$ cat src/design/sky_dome_radiance_lookup_defines.svh
// assertion macros for the sky dome radiance lookup
// needs clk and rst in the scope of each use
`ifndef SKY_DOME_RADIANCE_LOOKUP_DEFINES_SVH
`define SKY_DOME_RADIANCE_LOOKUP_DEFINES_SVH

// same-cycle implication
`define SDRL_ASSERT_IMP(lbl, ante, cons) \
  lbl: assert property (@(posedge clk) disable iff (rst) (ante) |-> (cons)) \
    else $error("sdrl assertion failed");

// next-cycle implication
`define SDRL_ASSERT_NXT(lbl, ante, cons) \
  lbl: assert property (@(posedge clk) disable iff (rst) (ante) |=> (cons)) \
    else $error("sdrl assertion failed");

`endif

$ cat src/design/sdrl_pkg.sv
// shared types, constants and the gamma table of the sky dome lookup
// no dependencies
`timescale 1ns / 1ps
`default_nettype none

package sdrl_pkg;

  localparam int CW         = 38;   // cordic coordinate width
  localparam int ACCW       = 34;   // cordic angle accumulator width
  localparam int GAMMA_X100 = 220;
  localparam int ATAN_ENTRIES = 24;

  localparam logic [31:0] HALF_TURN    = 32'h8000_0000;
  localparam logic [30:0] QUARTER_TURN = 31'h4000_0000;
  localparam logic [29:0] INV_GAIN_Q30 = 30'd652032874;

  // configuration register indexes
  localparam logic [2:0] REG_MODE   = 3'd0;
  localparam logic [2:0] REG_RED    = 3'd1;
  localparam logic [2:0] REG_GREEN  = 3'd2;
  localparam logic [2:0] REG_BLUE   = 3'd3;
  localparam logic [2:0] REG_WIDTH  = 3'd4;
  localparam logic [2:0] REG_HEIGHT = 3'd5;

  // atan(2^-i) in binary angle units, 2^32 per turn
  localparam logic [31:0] ATAN_TAB [ATAN_ENTRIES] = '{
    32'd536870912, 32'd316933406, 32'd167458907, 32'd85004756, 32'd42667331,
    32'd21354465, 32'd10679838, 32'd5340245, 32'd2670163, 32'd1335087,
    32'd667544, 32'd333772, 32'd166886, 32'd83443, 32'd41722, 32'd20861,
    32'd10430, 32'd5215, 32'd2608, 32'd1304, 32'd652, 32'd326, 32'd163, 32'd81
  };

  typedef struct packed {
    logic signed [CW-1:0]   a;
    logic signed [CW-1:0]   b;
    logic signed [ACCW-1:0] acc;
  } cordic_t;

  typedef logic [15:0] gamma_tab_t [256];

  // integer square root, elaboration only
  function automatic logic [63:0] isqrt64(logic [63:0] v);
    logic [63:0] res;
    logic [63:0] bit_v;
    logic [63:0] vv;
    res   = '0;
    bit_v = 64'h1 << 62;
    vv    = v;
    while (bit_v > vv) bit_v = bit_v >> 2;
    while (bit_v != 0) begin
      if (vv >= res + bit_v) begin
        vv  = vv - (res + bit_v);
        res = (res >> 1) + bit_v;
      end else begin
        res = res >> 1;
      end
      bit_v = bit_v >> 2;
    end
    return res;
  endfunction

  // log2 in q16, elaboration only
  function automatic logic [63:0] log2_q16(int unsigned b);
    int unsigned p;
    logic [63:0] m;
    logic [63:0] frac;
    p    = 0;
    frac = '0;
    while ((b >> (p + 1)) != 0) p++;
    m = 64'(b) << (30 - p);
    for (int i = 1; i <= 16; i++) begin
      m = (m * m) >> 30;
      if (m >= (64'h1 << 31)) begin
        m = m >> 1;
        frac = frac | (64'h1 << (16 - i));
      end
    end
    return (64'(p) << 16) | frac;
  endfunction

  // byte to 16-bit linear table
  function automatic gamma_tab_t build_gamma();
    gamma_tab_t  tab;
    logic [63:0] roots [16];
    logic [63:0] cur;
    logic [63:0] full;
    logic [63:0] e;
    logic [63:0] n;
    logic [63:0] f;
    logic [63:0] r;
    logic [63:0] v;
    cur  = 64'h1 << 29;
    full = log2_q16(255);
    for (int k = 0; k < 16; k++) begin
      cur = isqrt64(cur << 30);
      roots[k] = cur;
    end
    tab[0] = '0;
    for (int b = 1; b < 256; b++) begin
      e = ((full - log2_q16(b)) * 64'(GAMMA_X100)) / 100;
      n = e >> 16;
      f = e & 64'hFFFF;
      r = 64'h1 << 30;
      for (int k = 1; k <= 16; k++)
        if (f[16-k]) r = (r * roots[k-1]) >> 30;
      if (n > 32) v = '0;
      else v = (r * 64'd65535 + (64'h1 << (29 + n))) >> (30 + n);
      tab[b] = (v > 64'd65535) ? 16'hFFFF : v[15:0];
    end
    return tab;
  endfunction

  localparam gamma_tab_t GAMMA_ROM = build_gamma();

endpackage

`default_nettype wire

$ cat src/design/sdrl_cordic_cell.sv
// one vectoring cordic cell: a fixed shift, add/sub and angle update
// depends on sdrl_pkg
`timescale 1ns / 1ps
`default_nettype none

module sdrl_cordic_cell import sdrl_pkg::*; #(
  parameter int STEP = 0,
  parameter int TW   = 1
) (
  input  wire logic          clk,
  input  wire logic          rst,
  input  wire logic          in_vld,
  input  wire cordic_t       in_d,
  input  wire logic [TW-1:0] in_tag,
  output logic               out_vld,
  output cordic_t            out_d,
  output logic      [TW-1:0] out_tag
);

  localparam logic signed [ACCW-1:0] ATAN_STEP = ACCW'(ATAN_TAB[STEP]);

  cordic_t d_next;

  // rotate toward the a axis
  always_comb begin
    if (!in_d.b[CW-1]) begin
      d_next.a   = in_d.a + (in_d.b >>> STEP);
      d_next.b   = in_d.b - (in_d.a >>> STEP);
      d_next.acc = in_d.acc + ATAN_STEP;
    end else begin
      d_next.a   = in_d.a - (in_d.b >>> STEP);
      d_next.b   = in_d.b + (in_d.a >>> STEP);
      d_next.acc = in_d.acc - ATAN_STEP;
    end
  end

  always_ff @(posedge clk) begin
    if (rst) begin
      out_vld <= 1'b0;
    end else begin
      out_vld <= in_vld;
    end
  end

  always_ff @(posedge clk) begin
    out_d   <= d_next;
    out_tag <= in_tag;
  end

endmodule

`default_nettype wire

$ cat config.mk
export PLATFORM = sky130hd
export DESIGN_NAME = sdrl_cordic_cell
export DESIGN_NICKNAME = d
export VERILOG_FILES = /design/src/design/sky_dome_radiance_lookup_defines.svh /design/src/design/sdrl_pkg.sv /design/src/design/sdrl_cordic_cell.sv
export SDC_FILE = /design/constraint.sdc
export NUM_CORES = 1
export LEC_CHECK = 0
export ABC_AREA = 0
export BUFFER_PORTS_ARGS = -buffer_cell sky130_fd_sc_hd__buf_2
export CAP_MARGIN = 20
export CORE_MARGIN = 3
export CORE_UTILIZATION = 50
export DETAILED_ROUTE_END_ITERATION = 8
export GPL_TIMING_DRIVEN = 0
export PLACE_DENSITY = 0.79
export SETUP_SLACK_MARGIN = 0.3
export SKIP_LAST_GASP = 1
export SYNTH_ARGS = -nofsm -noshare
export SYNTH_HDL_FRONTEND = slang
export SYNTH_SLANG_ARGS = --single-unit
$ cat constraint.sdc
create_clock -name clk -period 2.9 [get_ports clk]
set_input_delay 0.29 -clock clk [delete_from_list [all_inputs] [get_ports clk]]
set_output_delay 0.29 -clock clk [all_outputs]
set_load 0.05 [all_outputs]
-- Word level (Yosys, flattened, before mapping)
Index checks and enable logic that the tools add are counted.
- bits in registers: 112
- bits of input ports: 114
- logic and storage cells: 11
- add/subtract/negate cells: 5
- mux-type cells: 1
- operators by type and width (operator ; number):
    2-to-1 mux 110 bit ; 1
    subtractor 38 bit ; 2
    adder 38 bit ; 1
    adder 34 x 31 -> 34 bit, second input constant ; 1
    subtractor 34 x 31 -> 34 bit, second input constant ; 1

-- Depth between registers and ports, before layout
Gate-level depths: netlist of the first run.
- depth after elaboration: 2
- gate-level depth with buffers: 14

-- Least setup slack after synthesis of the first run
OpenSTA, ideal clock, no wires.
- path kind: in2reg
- from: input in_d[48] (netlist name)
- to: register out_d[66] (netlist name)
- arrival time: 2.878 ns
- setup slack: -0.098 ns
- stages: 13
- path through: inv_1 -> ha_1 -> buf_6 -> or4_4 -> nor3b_2 -> o211ai_1 -> o211ai_2 -> nor4_4 -> o41ai_4 -> a211oi_2 -> o41ai_2 -> a21oi_1 -> xnor2_1
- RTL lines (what ; RTL line ; RTL):
    from (decl) ; sdrl_cordic_cell.sv:13 ; input wire cordic_t in_d,
    to (signal assigned) ; sdrl_cordic_cell.sv:46 ; out_d <= d_next;
    to (decl) ; sdrl_cordic_cell.sv:16 ; output cordic_t out_d,

==> impl_summary.txt, run 1 <==
----------------------------------------------------
[Status]
  Status ... finished with violations
  Violated checks ... negative setup slack

[Critical path]
  Critical Path Max Stage Delay ... 0.52 ns
  Kind of cell with the highest combined delay on the critical path ... compound AO/OA/AOI/OAI gates
  CP Data Arrival Time ... 3.21 ns
  Buf+Inv Stages, Crit Path ... 4
  Slowest CP cell ... sky130_fd_sc_hd__or4_4
  Largest fanout of any net on the critical path ... 3
  Type of destination of the critical path ... register
  Kind of critical path ... in2reg
  Type of origin of the critical path ... input pin
  Required time at the endpoint of the critical path ... 3.18 ns
  Cell-by-cell listing of the critical path ... buf_8 > inv_8 > ha_4 > buf_6 > or4_4 > nor3b_2 > o211ai_1 > o211ai_2 > nor4_4 > o41ai_4 > a211oi_4 > buf_4 > o21bai_2 > a211oi_2 > xnor2_1

[Synth]
  Number of enable flip-flop cells after synthesis ... 0
  Most frequent cells after synthesis ... sky130_fd_sc_hd__a21oi_1, sky130_fd_sc_hd__ha_1, sky130_fd_sc_hd__inv_1
  Portion of the post-synthesis area used by sequential elements ... 24.7%
  Library cell occupying the most area in the post-synthesis netlist ... sky130_fd_sc_hd__dfxtp_1
  Cell count after synthesis ... 1,148
  Most common cell in the synthesized netlist ... sky130_fd_sc_hd__a21oi_1
  Mean cell area of the mapped netlist ... 7.85 sq um
  Number of flip-flops and latches in the synthesized netlist ... 111
  Async S/R FF share, synth ... 0%
  Synth cell types ... 74
  Biggest area contributors in the synthesized netlist ... sky130_fd_sc_hd__dfxtp_1, sky130_fd_sc_hd__ha_1, sky130_fd_sc_hd__a21oi_1, sky130_fd_sc_hd__xnor2_1, sky130_fd_sc_hd__inv_1
  Netlist area before placement ... 0.00901 sq mm
  Count of warnings emitted by yosys ... 0
  Number of nets in the synthesized netlist ... 1,389
  Fraction of synthesized cell area taken by the top area cell type ... 24.7%
  Top_reg_cell synth ... sky130_fd_sc_hd__dfxtp_1

[Detailed routing]
  Via/cell ratio ... 5.91
  Drt pass-1 iters ... 7
  WL per Instance ... 19.7 microns
  Number of violations reported at the end of detailed-routing iteration 0 ... 1,072
  Post-route DRC ... 0
  Vias ... 9,810
  Antenna violation net count after detailed routing ... 0
  Routed wire length ... 32,800 microns

[Pwr]
  Power after layout ... 6.62 mW
  Peak supply drop ... 0.382 mV
  Power per Cell Area ... 548 mW/mm^2
  Leakage Power ... 5.77 nW

[Place]
  Number of port buffers ... 225
  Placer Congestion ... 1.01
  HPWL Detailed ... 24,800 microns
  Placed standard-cell area ... 0.0105 sq mm

[Global routing]
  Pin count of the biggest net entering global routing ... 22
  GR met1 Demand/Resource ... 39.6%
  Peak-usage layer in the global routing report ... met2
  Vias in the first global route ... 9,406
  Global-route wire length before repair ... 49,500 microns
  Initial antenna violation count ... 0
  Met2 capacity usage during global routing ... 52.6%
  Total routing resource utilization after global routing ... 31.4%
  Remaining global-route overflow ... 0
  Met3 Usage GRT ... 5.94%

[STA]
  F_max ... 341 MHz
  Slew at the pin closest to its max-slew limit ... 0.985 ns
  Final Cycle Share ... 101%
  Total setup violations reported at the end of the flow ... 2
  Crit path setup slack, layout ... -0.0329 ns
  Worst max-slew margin expressed relative to the limit ... 33.7%
  Final-report max-slew violation count ... 0
  Minimum clock period ... 2.93 ns
  RSZ-0062 raised after global routing ... true
  Total Negative Setup Slacks ... -0.0475 ns
  Hold Fails Final Rpt ... 0

[CTS]
  Clock-pin slew on the worst setup and hold paths ... 0.08 ns
  H-tree depth ... 3
  CTS tree ... yes
  Root buffer cell ... sky130_fd_sc_hd__clkbuf_16
  CTS max path bufs ... 2
  Clock Sinks ... 111
  Num CTS Buffers ... 9
  CTS hold repair buffers ... 0

[Min path]
  Class of the tightest hold or removal check ... in2reg

[Die]
  Number of top-level pins ... 226
  Die span in x ... 140 microns
  Die Span Y ... 140 microns
  Area of the core ... 0.0175 sq mm
  DIE AREA ... 0.0197 sq mm
  FP Rows ... 48
  Initial cell density of the core ... 51.6%

[Final layout]
  Final Instance Area ... 0.0121 sq mm
  Layout cell share with drive strength beyond 1 ... 30.9%
  Net total in the final layout ... 1,671
  Antenna diode instance count ... 0
  Final core occ ... 69.1%
  Layout-stage area growth over the synthesis result ... 33.9%
  Fill cell total of the finished layout ... 1,488

[Flow run]
  Count of maximum capacitance violations ... 0

----------------------------------------------------
-- sequential cells by signal, indices dropped and copies added, names as in the netlist --
register / cells
out_tag: 1
out_d: 109
out_vld: 1
-- final timing paths --
| kind | from | to | depth (start not counted) | slack (ns) |
|---|---|---|---|---|
| worst max-delay path | in_d[48] | out_d[102]$_DFF_P_ | 15 | -0.03 |
| worst min-delay path | in_d[28] | out_d[28]$_DFF_P_ | 1 | 0.01 |
-- stage by stage --
step	setup slack, ns	std cells	hold slack [ns]
CTS	0.0862	1637	0.00854
finish	-0.0329	1660	0.0107
floorplan	0.250	1148	0.318
global placement	-0.626	1598	0.392
detailed placement	-0.640	1598	0.394
global route	-0.0760	1660	0.00859
-- report_power, final --
part	internal (mW)	switching [mW]
logic	1.03	2.34
registers	1.81	0.0650
clock network	0.700	0.670
total	3.54	3.08
-- logic make-up (layout without fill, tap and decap cells) --
kind of cell	after synthesis	in the layout	synth area share [%]
AOI/OAI and AO/OA	377	377	26.6
buffers and inverters	168	455	7.21
xor gates and xnor gates	76	76	7.39
adders and majority gates	127	127	18.0
and+or+nand+nor	270	270	14.1
muxes	19	19	2.11
DFF	111	111	24.7
-- routing by layer --
metal / up-vias / wire length (microns)
met5: - / 0
met4: 0 / 1340
met3: 113 / 3140
met2: 614 / 15200
met1: 4541 / 13100
li1: 4542 / -
-- area by class of cell --
class	instances	area [sq um]	share of cell area, %
plain buffers	51	302	2.50
clock buffers	9	225	1.87
clock inverters	7	100	0.829
inverters	117	460	3.82
multi-input cells	869	6900	57.1
flip-flops and latches	111	2220	18.4
well taps	225	282	2.33
repair buffers	271	1580	13.1
-- cells in the final DEF (no fill, tap or decap), drive strengths merged, types with 3 or more instances in the layout --
cell type / count
buf: 289
a21oi: 134
ha: 123
inv: 117
dfxtp: 111
nor2: 99
o21ai: 83
xnor2: 66
nand2: 65
clkbuf: 42
a21o: 33
o21bai: 27
nor3: 26
mux2i: 19
nand3: 17
nand2b: 16
nor2b: 11
xor2: 10
a31oi: 10
a211oi: 10
a21boi: 9
nand4: 8
o21a: 8
o211ai: 7
o31ai: 7
a2111oi: 6
clkinv: 6
o31a: 4
and3: 4
and2: 4
a211o: 4
nor4: 4
or3: 4
fa: 4
a221oi: 4
o41ai: 3
a41oi: 3
nor3b: 3
a311oi: 3
-- timing repair --
action,4_1_cts,5_1_grt
setup buffers,23,22
setup endpoints to repair,36,40
cloned,0,1
gates resized for setup,123,103
pin swaps,36,43
Note: power is estimated with default switching activity, not from simulation.
==> run 2, diff against run 1 <==
Settings changed: ABC_AREA 0 to 1, CELL_PAD_IN_SITES_DETAIL_PLACEMENT set to 0, CELL_PAD_IN_SITES_GLOBAL_PLACEMENT set to 1, CORE_UTILIZATION 50 to 35, PLACE_DENSITY 0.79 to unset, PLACE_DENSITY_LB_ADDON set to 0.1.
==> impl_summary.txt, run 2 <==
----------------------------------------------------
[Synth]
  Most frequent cells after synthesis ... sky130_fd_sc_hd__nand2_1, sky130_fd_sc_hd__inv_1, sky130_fd_sc_hd__nand3_1
  Number of flip-flops and latches in the synthesized netlist ... 111
  Most common cell in the synthesized netlist ... sky130_fd_sc_hd__nand2_1
  Biggest area contributors in the synthesized netlist ... sky130_fd_sc_hd__dfxtp_1, sky130_fd_sc_hd__nand2_1, sky130_fd_sc_hd__ha_1, sky130_fd_sc_hd__inv_1, sky130_fd_sc_hd__nand3_1
  Synth cell types ... 45
  Count of warnings emitted by yosys ... 0
  Async S/R FF share, synth ... 0%
  Top_reg_cell synth ... sky130_fd_sc_hd__dfxtp_1
  Portion of the post-synthesis area used by sequential elements ... 20.1%
  Mean cell area of the mapped netlist ... 6.02 sq um
  Netlist area before placement ... 0.0110 sq mm
  Number of enable flip-flop cells after synthesis ... 0
  Fraction of synthesized cell area taken by the top area cell type ... 20.1%
  Library cell occupying the most area in the post-synthesis netlist ... sky130_fd_sc_hd__dfxtp_1
  Number of nets in the synthesized netlist ... 2,073
  Cell count after synthesis ... 1,832

[Die]
  Initial cell density of the core ... 35.8%
  Die span in x ... 184 microns
  Area of the core ... 0.0308 sq mm
  Number of top-level pins ... 226
  Die Span Y ... 184 microns
  DIE AREA ... 0.0337 sq mm
  FP Rows ... 64

[STA]
  Crit path setup slack, layout ... 0.455 ns
  Minimum clock period ... 2.44 ns
  Final Cycle Share ... 84.3%
  Total setup violations reported at the end of the flow ... 0
  Slew at the pin closest to its max-slew limit ... 0.993 ns
  Worst max-slew margin expressed relative to the limit ... 33.8%
  Total Negative Setup Slacks ... 0 ns
  Hold Fails Final Rpt ... 0
  RSZ-0062 raised after global routing ... false
  F_max ... 409 MHz
  Final-report max-slew violation count ... 0

[Global routing]
  Remaining global-route overflow ... 0
  Initial antenna violation count ... 0
  Total routing resource utilization after global routing ... 27.1%
  Pin count of the biggest net entering global routing ... 19
  Vias in the first global route ... 11,921
  Global-route wire length before repair ... 68,700 microns

[CTS]
  Root buffer cell ... sky130_fd_sc_hd__clkbuf_16
  CTS resizes ... 0
  H-tree depth ... 3
  CTS tree ... yes
  CTS hold repair buffers ... 19
  Num CTS Buffers ... 9
  Clock-pin slew on the worst setup and hold paths ... 0.09 ns
  Clock Sinks ... 111
  CTS max path bufs ... 2
  Post CTS Setup Buffer Count ... 0

[Status]
  Status ... finished clean

[Critical path]
  Type of destination of the critical path ... register
  Buf+Inv Stages, Crit Path ... 3
  Kind of cell with the highest combined delay on the critical path ... adder cells
  Critical Path Max Stage Delay ... 0.43 ns
  Slowest CP cell ... sky130_fd_sc_hd__fa_1
  CP Data Arrival Time ... 2.74 ns
  Type of origin of the critical path ... input pin
  Required time at the endpoint of the critical path ... 3.19 ns
  Cell-by-cell listing of the critical path ... buf_2 > inv_1 > ha_1 > fa_1 > inv_1 > nand2_1 > nand3_1 > a21oi_1 > o21ai_1 > nand2_1 > nand2_1 > nand2_1 > nand3_1 > nand2_1
  Largest fanout of any net on the critical path ... 5
  Most repeated library cell on the critical path ... sky130_fd_sc_hd__nand2_1
  Kind of critical path ... in2reg

[Detailed routing]
  Via/cell ratio ... 4.98
  Routed wire length ... 46,300 microns
  Vias ... 12,384
  Number of violations reported at the end of detailed-routing iteration 0 ... 856
  WL per Instance ... 18.6 microns
  Drt pass-1 iters ... 5
  Antenna violation net count after detailed routing ... 0
  Post-route DRC ... 0

[Final layout]
  Leading registers by flop count ... out_d: 109 flops, out_tag: 1 flops, out_vld: 1 flops
  Layout-stage area growth over the synthesis result ... 19.1%
  Layout cell share with drive strength beyond 1 ... 16.5%
  Largest register FFs ... 109
  Reg with most FFs ... out_d
  Commonest non-fill, non-tap cell in the layout ... sky130_fd_sc_hd__nand2_1
  Net total in the final layout ... 2,329
  Commonest cells after routing, fill and taps aside ... sky130_fd_sc_hd__nand2_1, sky130_fd_sc_hd__inv_1, sky130_fd_sc_hd__buf_2, sky130_fd_sc_hd__nand3_1, sky130_fd_sc_hd__nor2_1
  Antenna diode instance count ... 0

[Pwr]
  Cell internal power dissipation ... 3.20 mW
  Power spent charging and discharging nets ... 3.08 mW
  Power after layout ... 6.28 mW
  Leakage Power ... 7.30 nW
  Fraction of power spent switching nets ... 49.1%
  Peak supply drop ... 0.284 mV
  Clock power frac ... 20.3%
  Power per Cell Area ... 478 mW/mm^2
  Sequential share of power ... 28.6%
  Fraction of power consumed by combinational cells ... 51.1%

[Min path]
  Class of the tightest hold or removal check ... in2reg

[Place]
  Placer Congestion ... 0.957
  HPWL Detailed ... 39,200 microns
  Setup WS pre-CTS ... 0.0836 ns
  Number of port buffers ... 225

[Flow run]
  Count of maximum capacitance violations ... 0

----------------------------------------------------
-- run 2: cell types whose count changed in the layout (fill, tap and decap cells not counted), sizes merged, moves of 22 or more --
| cell | change |
|---|---|
| a21o | -24 |
| o21ai | +22 |
| nand2 | +493 |
| xnor2 | -65 |
| clkbuf | -23 |
| nor2 | +75 |
| inv | +172 |
| nand3 | +147 |
-- run 2: cell type report --
class | instances | area, sq um
fillers | 3424 | 17700
multi-input cells | 1381 | 7400
flip-flops and latches | 111 | 2220
repair buffers | 245 | 1330
inverters | 288 | 1080
well taps | 396 | 495
plain buffers | 52 | 332
clock buffers | 11 | 243
clock inverters | 5 | 41.3
-- run 2: final timing paths --
kind | start | cells past startpoint | endpoint
min | in_d[28] | 1 | out_d[28]$_DFF_P_
max | in_d[34] | 14 | out_d[64]$_DFF_P_
-- run 2: logic make-up after synthesis --
group | after synthesis | synth area share, %
AO/OA/AOI/OAI | 298 | 14.7
XOR/XNOR | 30 | 2.38
adder cells (fa/ha/maj) | 127 | 14.7
buffers and inverters | 340 | 12.8
flip-flops | 111 | 20.1
AND/OR/NAND/NOR | 926 | 35.3
-- run 2: power by group through the flow --
stage | sequential (mW) | clock, mW | combinational [mW]
4_1_cts | 1.80 | 1.31 | 3.19
3_3_place_gp | 1.83 | 0 | 3.15
6_report | 1.80 | 1.27 | 3.21
5_1_grt | 1.82 | 1.36 | 3.48
3_5_place_dp | 1.83 | 0 | 3.15
2_1_floorplan | 2.64 | 0 | 1.39
-- run 2: through the flow --
| step | hold WS (ns) | utilization, % | std cells | area [sq um] |
|---|---|---|---|---|
| global route | 0.00423 | 42.6 | 2489 | 13100 |
| detailed placement | 0.394 | 41.1 | 2454 | 12700 |
| global placement | 0.393 | 41.1 | 2453 | 12700 |
| CTS | 0.000541 | 42.6 | 2489 | 13100 |
| finish | 0.0199 | 42.6 | 2489 | 13100 |
| floorplan | 0.318 | - | 1832 | 11000 |
-- run 2: per-layer routing --
| layer | GRT usage (%) | vias to the layer above | wire, microns |
|---|---|---|---|
| li1 | - | 6275 | - |
| met1 | 39.6 | 5615 | 22800 |
| met2 | 42.2 | 442 | 19400 |
| met3 | 2.77 | 52 | 2940 |
| met4 | 7.92 | 0 | 1130 |
| met5 | 0 | - | 0 |
